File: config.mk
export PLATFORM = sky130hd
export DESIGN_NAME = page_run_allocator
export DESIGN_NICKNAME = d
export VERILOG_FILES = /design/src/design/pra_pkg.sv /design/src/design/pra_div.sv /design/src/design/pra_mem.sv /design/src/design/page_run_allocator.sv
export VERILOG_INCLUDE_DIRS = /design/src /design/src/design
export SDC_FILE = /design/constraint.sdc
export NUM_CORES = 2
export LEC_CHECK = 0
export BUFFER_PORTS_ARGS = -buffer_cell sky130_fd_sc_hd__buf_2
export CAP_MARGIN = 20
export CORE_MARGIN = 2
export CORE_UTILIZATION = 55
export CTS_CLUSTER_DIAMETER = 80
export DETAILED_ROUTE_END_ITERATION = 6
export GPL_ROUTABILITY_DRIVEN = 0
export PLACE_DENSITY = 0.71
export SKIP_LAST_GASP = 1
export SYNTH_ARGS = -nofsm -noshare
export SYNTH_HDL_FRONTEND = slang
export SYNTH_SLANG_ARGS = --single-unit
File: constraint.sdc
create_clock -name clk_i -period 62.8 [get_ports clk_i]
set_input_delay 9.42 -clock clk_i [delete_from_list [all_inputs] [get_ports clk_i]]
set_output_delay 9.42 -clock clk_i [all_outputs]
set_load 0.05 [all_outputs]
File: src/design/page_run_allocator_defines.svh
// Assertion macros for the page run allocator.
// Expects clk_i and rst_ni in the scope of each use.
`ifndef PAGE_RUN_ALLOCATOR_DEFINES_SVH
`define PAGE_RUN_ALLOCATOR_DEFINES_SVH

// Same-cycle implication, disabled during reset.
`define PRA_ASSERT_IMP(name, ante, cons, msg) \
  name: assert property (@(posedge clk_i) disable iff (!rst_ni) (ante) |-> (cons)) \
    else $error(msg);

// Next-cycle implication, disabled during reset.
`define PRA_ASSERT_NXT(name, ante, cons, msg) \
  name: assert property (@(posedge clk_i) disable iff (!rst_ni) (ante) |=> (cons)) \
    else $error(msg);

`endif

File: src/design/pra_pkg.sv
// Shared constants for the page run allocator: field widths, page states,
// operation kinds, status codes and configuration register indexes. No dependencies.
package pra_pkg;

  localparam int MAX_PAGES_DEF = 1024;
  localparam int CFG_W         = 11;
  localparam int CFG_IDX_W     = 2;
  localparam int PB_W          = 17;
  localparam int DIVD_W        = 28;
  localparam int ADDR_W        = 26;
  localparam int SIZE_W        = 27;
  localparam int ABITS_W       = 5;
  localparam int IN_DATA_W     = 112;
  localparam int OUT_DATA_W    = 56;

  localparam logic [1:0] ST_NEVER = 2'd0;
  localparam logic [1:0] ST_FREED = 2'd1;
  localparam logic [1:0] ST_HEAD  = 2'd2;
  localparam logic [1:0] ST_CONT  = 2'd3;

  localparam logic [1:0] KIND_ALLOC  = 2'd0;
  localparam logic [1:0] KIND_FREE   = 2'd1;
  localparam logic [1:0] KIND_QUERY  = 2'd2;
  localparam logic [1:0] KIND_RESIZE = 2'd3;

  localparam logic [2:0] STS_OK      = 3'd0;
  localparam logic [2:0] STS_BADPARM = 3'd1;
  localparam logic [2:0] STS_NOMEM   = 3'd2;
  localparam logic [2:0] STS_BADADDR = 3'd3;
  localparam logic [2:0] STS_MOVE    = 3'd4;

  localparam logic [CFG_IDX_W-1:0] CFG_PAGE_UNITS   = 2'd0;
  localparam logic [CFG_IDX_W-1:0] CFG_PAGES_IN_USE = 2'd1;

  localparam logic [CFG_W-1:0] PAGE_UNITS_RST   = 11'd64;
  localparam logic [CFG_W-1:0] PAGES_IN_USE_RST = 11'd1024;

endpackage

File: src/design/pra_div.sv
// Restoring divider, one quotient bit per cycle.
// Depends on pra_pkg for widths.
module pra_div (
  input  logic                        clk_i,
  input  logic                        rst_ni,
  input  logic                        start_i,
  input  logic [pra_pkg::DIVD_W-1:0]  dividend_i,
  input  logic [pra_pkg::PB_W-1:0]    divisor_i,
  output logic                        done_o,
  output logic [pra_pkg::DIVD_W-1:0]  quot_o,
  output logic [pra_pkg::PB_W-1:0]    rem_o
);

  logic [pra_pkg::DIVD_W-1:0] quo_q;
  logic [pra_pkg::PB_W-1:0]   rem_q;
  logic [pra_pkg::PB_W-1:0]   dsr_q;
  logic [4:0]                 cnt_q;
  logic                       busy_q;
  logic                       done_q;
  logic [pra_pkg::PB_W:0]     trial;
  logic [pra_pkg::PB_W:0]     diff;
  logic                       ge;

  always_comb begin
    trial = {rem_q, quo_q[pra_pkg::DIVD_W-1]};
    ge    = trial >= {1'b0, dsr_q};
    diff  = trial - {1'b0, dsr_q};
  end

  always_ff @(posedge clk_i or negedge rst_ni) begin
    if (!rst_ni) begin
      busy_q <= 1'b0;
      done_q <= 1'b0;
      cnt_q  <= '0;
      quo_q  <= '0;
      rem_q  <= '0;
      dsr_q  <= '0;
    end else begin
      done_q <= 1'b0;
      if (start_i) begin
        quo_q  <= dividend_i;
        rem_q  <= '0;
        dsr_q  <= divisor_i;
        cnt_q  <= 5'(pra_pkg::DIVD_W);
        busy_q <= 1'b1;
      end else if (busy_q) begin
        rem_q <= ge ? diff[pra_pkg::PB_W-1:0] : trial[pra_pkg::PB_W-1:0];
        quo_q <= {quo_q[pra_pkg::DIVD_W-2:0], ge};
        cnt_q <= cnt_q - 5'd1;
        if (cnt_q == 5'd1) begin
          busy_q <= 1'b0;
          done_q <= 1'b1;
        end
      end
    end
  end

  assign done_o = done_q;
  assign quot_o = quo_q;
  assign rem_o  = rem_q;

endmodule

File: src/design/pra_mem.sv
// Page state memory: one write port, one registered read port, and a
// clearing pass after reset. Depends on pra_pkg for page states.
module pra_mem #(
  parameter int DEPTH = pra_pkg::MAX_PAGES_DEF,
  parameter int AW    = $clog2(DEPTH)
) (
  input  logic          clk_i,
  input  logic          rst_ni,
  input  logic          re_i,
  input  logic [AW-1:0] raddr_i,
  output logic [1:0]    rdata_o,
  input  logic          we_i,
  input  logic [AW-1:0] waddr_i,
  input  logic [1:0]    wdata_i,
  output logic          busy_o
);

  logic [1:0]  mem_q [DEPTH];
  logic [AW:0] clr_q;
  logic [1:0]  rdata_q;
  logic        busy;

  assign busy = (clr_q != (AW+1)'(DEPTH));

  always_ff @(posedge clk_i or negedge rst_ni) begin
    if (!rst_ni) begin
      clr_q <= '0;
    end else if (busy) begin
      clr_q <= clr_q + 1'b1;
    end
  end

  always_ff @(posedge clk_i) begin
    if (busy) begin
      mem_q[clr_q[AW-1:0]] <= pra_pkg::ST_NEVER;
    end else if (we_i) begin
      mem_q[waddr_i] <= wdata_i;
    end
    if (re_i) begin
      rdata_q <= mem_q[raddr_i];
    end
  end

  assign rdata_o = rdata_q;
  assign busy_o  = busy;

endmodule

File: src/design/page_run_allocator.sv
// Page run allocator: first-fit allocator of contiguous page runs.
// Items arrive on s_axis (tuser = kind, tdata = request fields) and one
// result per item leaves on m_axis (tuser = status, tdata = result fields).
// Registers page_units and pages_in_use are written on the cfg channel
// (always ready); the user must write them only while the block is idle,
// which the block itself does not enforce. One item is worked at a time.
// An item takes control steps, up to three divisions (size to pages,
// address to page, old size to pages), a scan of the page memory at one
// entry per cycle and a write sweep at one entry per cycle. The page
// memory has one read and one write port; they set scan and sweep length.
// After reset the page memory is cleared; s_axis_tready stays low until
// the clear is done. The result sits in an output register, so a new
// item is taken while an earlier result waits; a finished item holds in its
// last state while the receiver stalls and the output register is full.
`include "page_run_allocator_defines.svh"

module page_run_allocator #(
  parameter int MAX_PAGES = pra_pkg::MAX_PAGES_DEF
) (
  input  logic                              clk_i,
  input  logic                              rst_ni,
  // address[25:0], size_bytes[52:26], old_size_bytes[79:53],
  // align_bits[84:80], align_offset[110:85], allow_realign[111]
  input  logic [pra_pkg::IN_DATA_W-1:0]     s_axis_tdata,
  // kind[1:0]
  input  logic [1:0]                        s_axis_tuser,
  input  logic                              s_axis_tvalid,
  output logic                              s_axis_tready,
  // address_out[25:0], size_out[52:26], dirty_pages[53], zero[55:54]
  output logic [pra_pkg::OUT_DATA_W-1:0]    m_axis_tdata,
  // status[2:0]
  output logic [2:0]                        m_axis_tuser,
  output logic                              m_axis_tvalid,
  input  logic                              m_axis_tready,
  input  logic                              cfg_valid_i,
  output logic                              cfg_ready_o,
  input  logic [pra_pkg::CFG_IDX_W-1:0]     cfg_index_i,
  input  logic [pra_pkg::CFG_W-1:0]         cfg_data_i
);

  localparam int PW  = $clog2(MAX_PAGES);
  localparam int NW  = $clog2(MAX_PAGES + 1);
  localparam int CW  = (NW > pra_pkg::CFG_W) ? NW : pra_pkg::CFG_W;
  localparam int DW  = pra_pkg::DIVD_W;
  localparam int BW  = pra_pkg::PB_W;
  localparam int AW  = pra_pkg::ADDR_W;
  localparam int SW  = pra_pkg::SIZE_W;

  localparam logic [3:0] S_IDLE  = 4'd0;
  localparam logic [3:0] S_PREP  = 4'd1;
  localparam logic [3:0] S_DIV   = 4'd2;
  localparam logic [3:0] S_ASCAN = 4'd3;
  localparam logic [3:0] S_RSCAN = 4'd4;
  localparam logic [3:0] S_RCHK  = 4'd5;
  localparam logic [3:0] S_GSCAN = 4'd6;
  localparam logic [3:0] S_WRITE = 4'd7;
  localparam logic [3:0] S_DONE  = 4'd8;

  localparam logic [1:0] DV_NEED = 2'd0;
  localparam logic [1:0] DV_ADDR = 2'd1;
  localparam logic [1:0] DV_OLD  = 2'd2;

  logic [3:0]               state_q;
  logic [pra_pkg::CFG_W-1:0] page_units_q, pages_in_use_q;

  logic [1:0]               kind_q;
  logic [AW-1:0]            addr_q, aoff_q;
  logic [SW-1:0]            size_q, old_q;
  logic [pra_pkg::ABITS_W-1:0] abits_q;
  logic                     realign_q;
  logic [BW-1:0]            pb_q;
  logic [CW-1:0]            n_q;

  logic [1:0]               dsel_q;
  logic                     div_start_q;
  logic [DW-1:0]            div_dvd_q;
  logic                     div_done;
  logic [DW-1:0]            div_quot;
  logic [BW-1:0]            div_rem;

  logic [DW-1:0]            need_q, nom_q;
  logic [BW-1:0]            rem_q;
  logic [CW-1:0]            idx_q, len_q, ptr_q, wend_q, cnt_q;
  logic [PW-1:0]            start_q;
  logic                     pend_q, found_q, rd_q, bad_q, whead_q;
  logic [1:0]               wval_q;
  logic [31:0]              acc_q, sacc_q;
  logic [SW-1:0]            lbytes_q;

  logic [2:0]               res_status_q;
  logic [AW-1:0]            res_addr_q;
  logic [SW-1:0]            res_size_q;
  logic                     res_dirty_q;

  logic                     out_valid_q;
  logic [2:0]               out_status_q;
  logic [AW-1:0]            out_addr_q;
  logic [SW-1:0]            out_size_q;
  logic                     out_dirty_q;

  logic                     mem_re, mem_we, mem_busy;
  logic [1:0]               mem_rdata, mem_wdata;

  // combinational helpers
  logic [pra_pkg::CFG_W-1:0] pu_c, pin_c;
  logic [BW-1:0]            pb_c;
  logic [CW-1:0]            n_c, di_c, need_c;
  logic [31:0]              mask_c;
  logic                     scan_al_c, head_al_c, st_free_c, st_used_c, take_c;
  logic [AW-1:0]            base_c;
  logic [CW-1:0]            cnt_new_c;
  logic                     rd_new_c;
  logic [PW-1:0]            start_new_c;
  logic [31:0]              sacc_new_c;
  logic [CW:0]              idx_need_c;
  logic                     in_acc;

  assign in_acc = s_axis_tvalid && s_axis_tready;

  always_comb begin
    if (page_units_q == '0) begin
      pu_c = pra_pkg::CFG_W'(1);
    end else if (page_units_q > pra_pkg::CFG_W'(1024)) begin
      pu_c = pra_pkg::CFG_W'(1024);
    end else begin
      pu_c = page_units_q;
    end
    pb_c  = {pu_c[BW-7:0], 6'd0};
    pin_c = {pages_in_use_q[pra_pkg::CFG_W-1:2], 2'b00};
    n_c   = (CW'(pin_c) > CW'(MAX_PAGES)) ? CW'(MAX_PAGES) : CW'(pin_c);

    di_c      = ptr_q - 1'b1;
    need_c    = need_q[CW-1:0];
    mask_c    = (32'd1 << abits_q) - 32'd1;
    scan_al_c = ((acc_q + 32'(aoff_q)) & mask_c) == 32'd0;
    base_c    = addr_q - AW'(rem_q);
    head_al_c = ((32'(base_c) + 32'(aoff_q)) & mask_c) == 32'd0;
    st_free_c = (mem_rdata == pra_pkg::ST_NEVER) || (mem_rdata == pra_pkg::ST_FREED);
    st_used_c = (mem_rdata == pra_pkg::ST_HEAD) || (mem_rdata == pra_pkg::ST_CONT);

    take_c      = st_free_c && (found_q || scan_al_c);
    cnt_new_c   = found_q ? cnt_q + 1'b1 : CW'(1);
    rd_new_c    = (found_q && rd_q) || (mem_rdata == pra_pkg::ST_FREED);
    start_new_c = found_q ? start_q : di_c[PW-1:0];
    sacc_new_c  = found_q ? sacc_q : acc_q;
    idx_need_c  = (CW+1)'(idx_q) + (CW+1)'(need_c);

    mem_re    = (state_q == S_ASCAN) || (state_q == S_RSCAN) || (state_q == S_GSCAN);
    mem_we    = (state_q == S_WRITE);
    mem_wdata = whead_q ? pra_pkg::ST_HEAD : wval_q;
  end

  always_ff @(posedge clk_i or negedge rst_ni) begin
    if (!rst_ni) begin
      state_q        <= S_IDLE;
      page_units_q   <= pra_pkg::PAGE_UNITS_RST;
      pages_in_use_q <= pra_pkg::PAGES_IN_USE_RST;
      out_valid_q    <= 1'b0;
      div_start_q    <= 1'b0;
      pend_q         <= 1'b0;
      found_q        <= 1'b0;
      whead_q        <= 1'b0;
    end else begin
      div_start_q <= 1'b0;
      if (cfg_valid_i) begin
        unique case (cfg_index_i)
          pra_pkg::CFG_PAGE_UNITS:   page_units_q   <= cfg_data_i;
          pra_pkg::CFG_PAGES_IN_USE: pages_in_use_q <= cfg_data_i;
          default: ;
        endcase
      end
      if (m_axis_tvalid && m_axis_tready) begin
        out_valid_q <= 1'b0;
      end

      unique case (state_q)
        S_IDLE: begin
          if (in_acc) begin
            kind_q       <= s_axis_tuser;
            addr_q       <= s_axis_tdata[25:0];
            size_q       <= s_axis_tdata[52:26];
            old_q        <= s_axis_tdata[79:53];
            abits_q      <= s_axis_tdata[84:80];
            aoff_q       <= s_axis_tdata[110:85];
            realign_q    <= s_axis_tdata[111];
            pb_q         <= pb_c;
            n_q          <= n_c;
            res_status_q <= pra_pkg::STS_OK;
            res_addr_q   <= '0;
            res_size_q   <= '0;
            res_dirty_q  <= 1'b0;
            state_q      <= S_PREP;
          end
        end
        S_PREP: begin
          if (kind_q == pra_pkg::KIND_ALLOC || kind_q == pra_pkg::KIND_RESIZE) begin
            if (size_q == '0) begin
              res_status_q <= pra_pkg::STS_BADPARM;
              state_q      <= S_DONE;
            end else begin
              // round up to whole pages
              div_dvd_q   <= DW'(size_q) + DW'(pb_q) - DW'(1);
              dsel_q      <= DV_NEED;
              div_start_q <= 1'b1;
              state_q     <= S_DIV;
            end
          end else begin
            div_dvd_q   <= DW'(addr_q);
            dsel_q      <= DV_ADDR;
            div_start_q <= 1'b1;
            state_q     <= S_DIV;
          end
        end
        S_DIV: begin
          if (div_done) begin
            unique case (dsel_q)
              DV_NEED: begin
                need_q <= div_quot;
                if (div_quot > DW'(n_q)) begin
                  res_status_q <= pra_pkg::STS_NOMEM;
                  state_q      <= S_DONE;
                end else if (kind_q == pra_pkg::KIND_ALLOC) begin
                  ptr_q   <= '0;
                  pend_q  <= 1'b0;
                  found_q <= 1'b0;
                  acc_q   <= '0;
                  state_q <= S_ASCAN;
                end else begin
                  div_dvd_q   <= DW'(addr_q);
                  dsel_q      <= DV_ADDR;
                  div_start_q <= 1'b1;
                end
              end
              DV_ADDR: begin
                rem_q <= div_rem;
                idx_q <= div_quot[CW-1:0];
                if (div_quot >= DW'(n_q)) begin
                  res_status_q <= pra_pkg::STS_BADADDR;
                  state_q      <= S_DONE;
                end else if (kind_q != pra_pkg::KIND_QUERY && old_q != '0) begin
                  div_dvd_q   <= DW'(old_q) + DW'(pb_q) - DW'(1);
                  dsel_q      <= DV_OLD;
                  div_start_q <= 1'b1;
                end else begin
                  ptr_q   <= div_quot[CW-1:0];
                  pend_q  <= 1'b0;
                  state_q <= S_RSCAN;
                end
              end
              DV_OLD: begin
                nom_q   <= div_quot;
                ptr_q   <= idx_q;
                pend_q  <= 1'b0;
                state_q <= S_RSCAN;
              end
              default: state_q <= S_IDLE;
            endcase
          end
        end
        S_ASCAN: begin
          ptr_q  <= ptr_q + 1'b1;
          pend_q <= 1'b1;
          if (pend_q) begin
            acc_q <= acc_q + 32'(pb_q);
            if (take_c) begin
              found_q <= 1'b1;
              cnt_q   <= cnt_new_c;
              rd_q    <= rd_new_c;
              start_q <= start_new_c;
              sacc_q  <= sacc_new_c;
            end else begin
              found_q <= 1'b0;
            end
            if (take_c && cnt_new_c == need_c) begin
              ptr_q       <= CW'(start_new_c);
              wend_q      <= CW'(start_new_c) + need_c;
              whead_q     <= 1'b1;
              wval_q      <= pra_pkg::ST_CONT;
              res_addr_q  <= sacc_new_c[AW-1:0];
              res_dirty_q <= rd_new_c;
              state_q     <= S_WRITE;
            end else if (di_c == n_q - 1'b1) begin
              res_status_q <= pra_pkg::STS_NOMEM;
              state_q      <= S_DONE;
            end
          end
        end
        S_RSCAN: begin
          ptr_q  <= ptr_q + 1'b1;
          pend_q <= 1'b1;
          if (pend_q) begin
            if (di_c == idx_q) begin
              if (mem_rdata != pra_pkg::ST_HEAD) begin
                res_status_q <= pra_pkg::STS_BADADDR;
                state_q      <= S_DONE;
              end else begin
                len_q    <= CW'(1);
                lbytes_q <= SW'(pb_q);
              end
            end else if (di_c < n_q && mem_rdata == pra_pkg::ST_CONT) begin
              len_q    <= len_q + 1'b1;
              lbytes_q <= lbytes_q + SW'(pb_q);
            end else begin
              state_q <= S_RCHK;
            end
          end
        end
        S_RCHK: begin
          priority if (kind_q == pra_pkg::KIND_QUERY) begin
            res_size_q <= lbytes_q;
            state_q    <= S_DONE;
          end else if (old_q != '0 && nom_q > DW'(n_q)) begin
            res_status_q <= pra_pkg::STS_NOMEM;
            state_q      <= S_DONE;
          end else if (old_q != '0 && nom_q != DW'(len_q)) begin
            res_status_q <= pra_pkg::STS_BADADDR;
            state_q      <= S_DONE;
          end else if (kind_q == pra_pkg::KIND_FREE) begin
            ptr_q   <= idx_q;
            wend_q  <= idx_q + len_q;
            whead_q <= 1'b0;
            wval_q  <= pra_pkg::ST_FREED;
            state_q <= S_WRITE;
          end else if (abits_q != '0 && !head_al_c) begin
            res_status_q <= realign_q ? pra_pkg::STS_MOVE : pra_pkg::STS_BADADDR;
            state_q      <= S_DONE;
          end else if (need_c < len_q) begin
            // shrink: release the tail
            ptr_q      <= idx_q + need_c;
            wend_q     <= idx_q + len_q;
            whead_q    <= 1'b0;
            wval_q     <= pra_pkg::ST_FREED;
            res_addr_q <= base_c;
            state_q    <= S_WRITE;
          end else if (need_c == len_q) begin
            res_addr_q <= base_c;
            state_q    <= S_DONE;
          end else if (idx_need_c > (CW+1)'(n_q)) begin
            res_status_q <= pra_pkg::STS_MOVE;
            state_q      <= S_DONE;
          end else begin
            ptr_q      <= idx_q + len_q;
            wend_q     <= idx_need_c[CW-1:0];
            pend_q     <= 1'b0;
            bad_q      <= 1'b0;
            rd_q       <= 1'b0;
            res_addr_q <= base_c;
            state_q    <= S_GSCAN;
          end
        end
        S_GSCAN: begin
          ptr_q  <= ptr_q + 1'b1;
          pend_q <= 1'b1;
          if (pend_q) begin
            bad_q <= bad_q || st_used_c;
            rd_q  <= rd_q || (mem_rdata == pra_pkg::ST_FREED);
            if (di_c == wend_q - 1'b1) begin
              if (bad_q || st_used_c) begin
                res_status_q <= pra_pkg::STS_MOVE;
                res_addr_q   <= '0;
                state_q      <= S_DONE;
              end else begin
                ptr_q       <= idx_q + len_q;
                whead_q     <= 1'b0;
                wval_q      <= pra_pkg::ST_CONT;
                res_dirty_q <= rd_q || (mem_rdata == pra_pkg::ST_FREED);
                state_q     <= S_WRITE;
              end
            end
          end
        end
        S_WRITE: begin
          ptr_q   <= ptr_q + 1'b1;
          whead_q <= 1'b0;
          if (ptr_q + 1'b1 == wend_q) begin
            state_q <= S_DONE;
          end
        end
        S_DONE: begin
          // hold until the output register is free
          if (!out_valid_q || m_axis_tready) begin
            out_valid_q  <= 1'b1;
            out_status_q <= res_status_q;
            out_addr_q   <= res_addr_q;
            out_size_q   <= res_size_q;
            out_dirty_q  <= res_dirty_q;
            state_q      <= S_IDLE;
          end
        end
        default: state_q <= S_IDLE;
      endcase
    end
  end

  pra_div u_div (
    .clk_i      (clk_i),
    .rst_ni     (rst_ni),
    .start_i    (div_start_q),
    .dividend_i (div_dvd_q),
    .divisor_i  (pb_q),
    .done_o     (div_done),
    .quot_o     (div_quot),
    .rem_o      (div_rem)
  );

  pra_mem #(
    .DEPTH (MAX_PAGES),
    .AW    (PW)
  ) u_mem (
    .clk_i   (clk_i),
    .rst_ni  (rst_ni),
    .re_i    (mem_re),
    .raddr_i (ptr_q[PW-1:0]),
    .rdata_o (mem_rdata),
    .we_i    (mem_we),
    .waddr_i (ptr_q[PW-1:0]),
    .wdata_i (mem_wdata),
    .busy_o  (mem_busy)
  );

  assign s_axis_tready = (state_q == S_IDLE) && !mem_busy;
  assign cfg_ready_o   = 1'b1;
  assign m_axis_tvalid = out_valid_q;
  assign m_axis_tuser  = out_status_q;
  assign m_axis_tdata  = {2'b00, out_dirty_q, out_size_q, out_addr_q};

  `PRA_ASSERT_NXT(a_accept_leaves_idle, in_acc, state_q != S_IDLE, "item accepted but idle")
  `PRA_ASSERT_IMP(a_no_write_in_clear, mem_busy, !mem_we, "page write during clear")
  `PRA_ASSERT_IMP(a_div_done_in_div, div_done, state_q == S_DIV, "divide done outside wait")

endmodule

==> impl_metrics.ini <==
[global_route]
use_met2_pct = 45.90
met3_usage_pct = 5.634
use_met1_pct = 37.94
grt_pass1_wl_um = 457000
grt_util_all_layers_pct = 28.37
top_usage_layer = met2
grt_pass1_vias = 70010
gr-total-overflow = 0
antenna_found_initial = 2
grt_max_degree = 283

[routing]
drtIter0Drc = 9379
wl_per_cell_um = 28.63
vias = 70560
final_antenna_net_count = 0
vias_per_cell = 6.449
drcViolationCount = 0
drt_pass1_iterations = 6
wirelength_um = 313300

[floorplanning]
core-area_um2 = 214600
pin_count = 194
initial_utilization_pct = 55.32
die_w_um = 468.6
fp.dieH_um = 468.6
die-area_um2 = 219600
rows = 170

[place]
dpl.cell_count = 10430
hpwl_um = 184700
io_buffers = 184
pre_cts_slack_ps = 50980

[logic_synthesis]
postSynthAreaPerCell_um2 = 15.34
ys.flop_type = edfxtp_1
synth-seq-cells = 2615
netlist_area_um2 = 118700
synth-edff-count = 2512
synth_cell_type_count = 107
synthArstFlopShare_pct = 3.939
ys_seq_area_share_pct = 65.71
yosysWarningCount = 0
syn_inst = 7738

[timing]
finalSetupViolCount = 0
slew-limit-headroom_pct = 13.02
finClkSkew_ps = 54.28
final.setup.tns_ps = 0
tightest_slew_ps = 1305
whs_ps = 417.4
fin_ws_ps = 50370
rsz0062_at_grt = no
final_max_slew_viol_count = 0
fmax_mhz = 80.42
min_period_ps = 12430
final-hold-violation-count = 0
fin_crit_sh_pct = 19.80

[critical_path]
critPathArrivalTime_ps = 3020
crit_chain = inv_1 -> ha_1 -> nand2_1 -> nor3_1 -> nand3_1 -> nor2_1 -> buf_2
criticalPathCategory = register to primary output
cp.required_ps = 53380
critical-path-max-stage-delay_ps = 450
crit_path_max_fanout = 6
crit_slowest_cell = dfrtp_1
endpoint_kind = primary output
crit_path_start_kind = register

[run_status]
outcome = finished clean

[clocking]
clk_pin_slew_ps = 60
clockRootBuffer = clkbuf_16
cts_tree = done
clock_sinks = 2615
post-cts-setup-buffers = 0
clk_latency_ps = 940
cts_hold_buf = 0
ctsResizeCount = 0
cts_max_path_buffers = 4
htree_levels = 5
numCtsBuffers = 288

[power_and_ir_drop]
powerDensity_nw_per_um2 = 26.44
ir_drop_mv = 0.02084
leakagePower_nw = 37.32

[min_path]
min_path_type = register to register

[final_layout]
area_delta_synth_final_pct = 11.25
stdcell_count = 10940
layout_common_cells = 2512 x edfxtp_1, 1277 x nor2_1, 644 x mux4_2, 297 x clkbuf_16, 281 x ha_1
nets = 8323
fillCellCount = 15330
final_common_cell = edfxtp_1
drive_gt1_share_pct = 19.31

[run]
max-cap-violations = 0
[area by class of cell]
class                           instances  area, µm²  area share, %
Sequential cell                      2615      78020          59.07
Multi-Input combinational cell       4388      37970          28.75
Clock buffer                          362       7726          5.850
Tap cell                             2838       3551          2.688
Timing Repair Buffer                  347       2850          2.158
Clock inverter                        130      987.2         0.7474
Inverter                              259      972.2         0.7360
Antenna cell                            2      5.005       0.003789
[critical path, delay by kind of cell, from the launching register on]
kind | cells | cell delay, ps
buffers and inverters | 2 | 470
and+or+nand+nor | 4 | 1010
DFF | 1 | 450
adders and majority gates | 1 | 150
[layer usage]
layer  part of all wire, %  routed length [µm]
met1                    38              118000
met2                    48              150900
met3                   9.7               30420
met4                   4.5               14000
met5                0.0051                  16
[sequential cells by signal, summed over array words and instances, names as in the netlist, 25 cells and up]
register	cells
out_addr_q	26
u_mem.mem_q	2048
addr_q	26
res_addr_q	26
aoff_q	26
nom_q	28
acc_q	25
u_div.quot_o	28
sacc_q	26
size_q	27
div_dvd_q	28
old_q	27
[kinds of logic (layout without fill, tap and decap cells)]
kind of cell | after synthesis | in the layout | synth area share (%)
flops | 2615 | 2615 | 65.71
simple gates | 2108 | 2108 | 7.858
compound gates | 888 | 888 | 4.963
mux | 805 | 805 | 13.65
buf+inv | 742 | 1098 | 2.559
fa+ha+maj | 293 | 293 | 3.155
xor+xnor | 285 | 285 | 2.102
other cells | 2 | 11 | 0.006326
[final timing paths]
path / start / endpoint / slack, ps / depth (start not counted)
setup / recovery: u_mem.clr_q[0] / s_axis_tready / 50370 / 7
hold / removal: res_addr_q[15] / out_addr_q[15] / 420 / 0
max in group asynchronous: rst_ni / u_div.cnt_q[1] / 53340 / 2
min in group asynchronous: rst_ni / found_q / 8350 / 1
setup reg to reg: addr_q[0] / res_addr_q[15] / 55060 / 27
hold reg to reg: res_addr_q[15] / out_addr_q[15] / 420 / 0
[power breakdown]
group	switching, mW	internal (mW)
clock network	0.668	0.922
logic	0.00614	0.00616
registers	0.00282	1.89
[synthesized netlist by cell type, types with 9 or more instances]
cell,number,area (µm²)
a211oi_1,48,360.4
a21boi_0,16,120.1
a21o_1,64,480.5
a21oi_1,218,1091
a22o_1,29,254.0
a22oi_1,30,225.2
a31oi_1,24,150.1
and2_1,28,175.2
and3_1,53,331.6
buf_1,103,386.6
buf_2,73,365.4
buf_4,25,187.7
buf_6,9,101.4
clkbuf_1,273,1025
dfrtp_1,101,2527
edfxtp_1,2512,75430
fa_1,11,220.2
ha_1,281,3516
inv_1,256,960.9
mux2_2,71,799.5
mux2i_1,90,900.9
mux4_2,644,14500
nand2_1,283,1062
nand2b_1,44,275.3
nand3_1,88,440.4
nand3b_1,14,105.1
nand4_1,32,200.2
nor2_1,1282,4812
nor2b_1,74,462.9
nor3_1,64,320.3
nor3b_1,15,112.6
nor4_1,37,231.5
nor4b_1,9,78.83
o211ai_1,26,195.2
o21a_1,41,307.8
o21ai_0,191,955.9
o21ai_1,9,45.04
o21bai_1,29,217.7
o221ai_1,15,131.4
o22ai_1,23,143.9
o31ai_1,13,97.59
or2_2,12,75.07
or3_1,21,131.4
xnor2_1,192,1682
xor2_1,93,814.5
[metrics by stage]
step	total power [mW]	util [%]	instance area (µm²)
floorplan	1.931	-	118800
global placement	1.938	57.06	122500
detailed placement	1.938	57.28	122900
CTS	3.509	61.33	131600
global route	3.576	61.54	132100
finish	3.492	61.54	132100
Note: power is estimated with default switching activity, not from simulation.
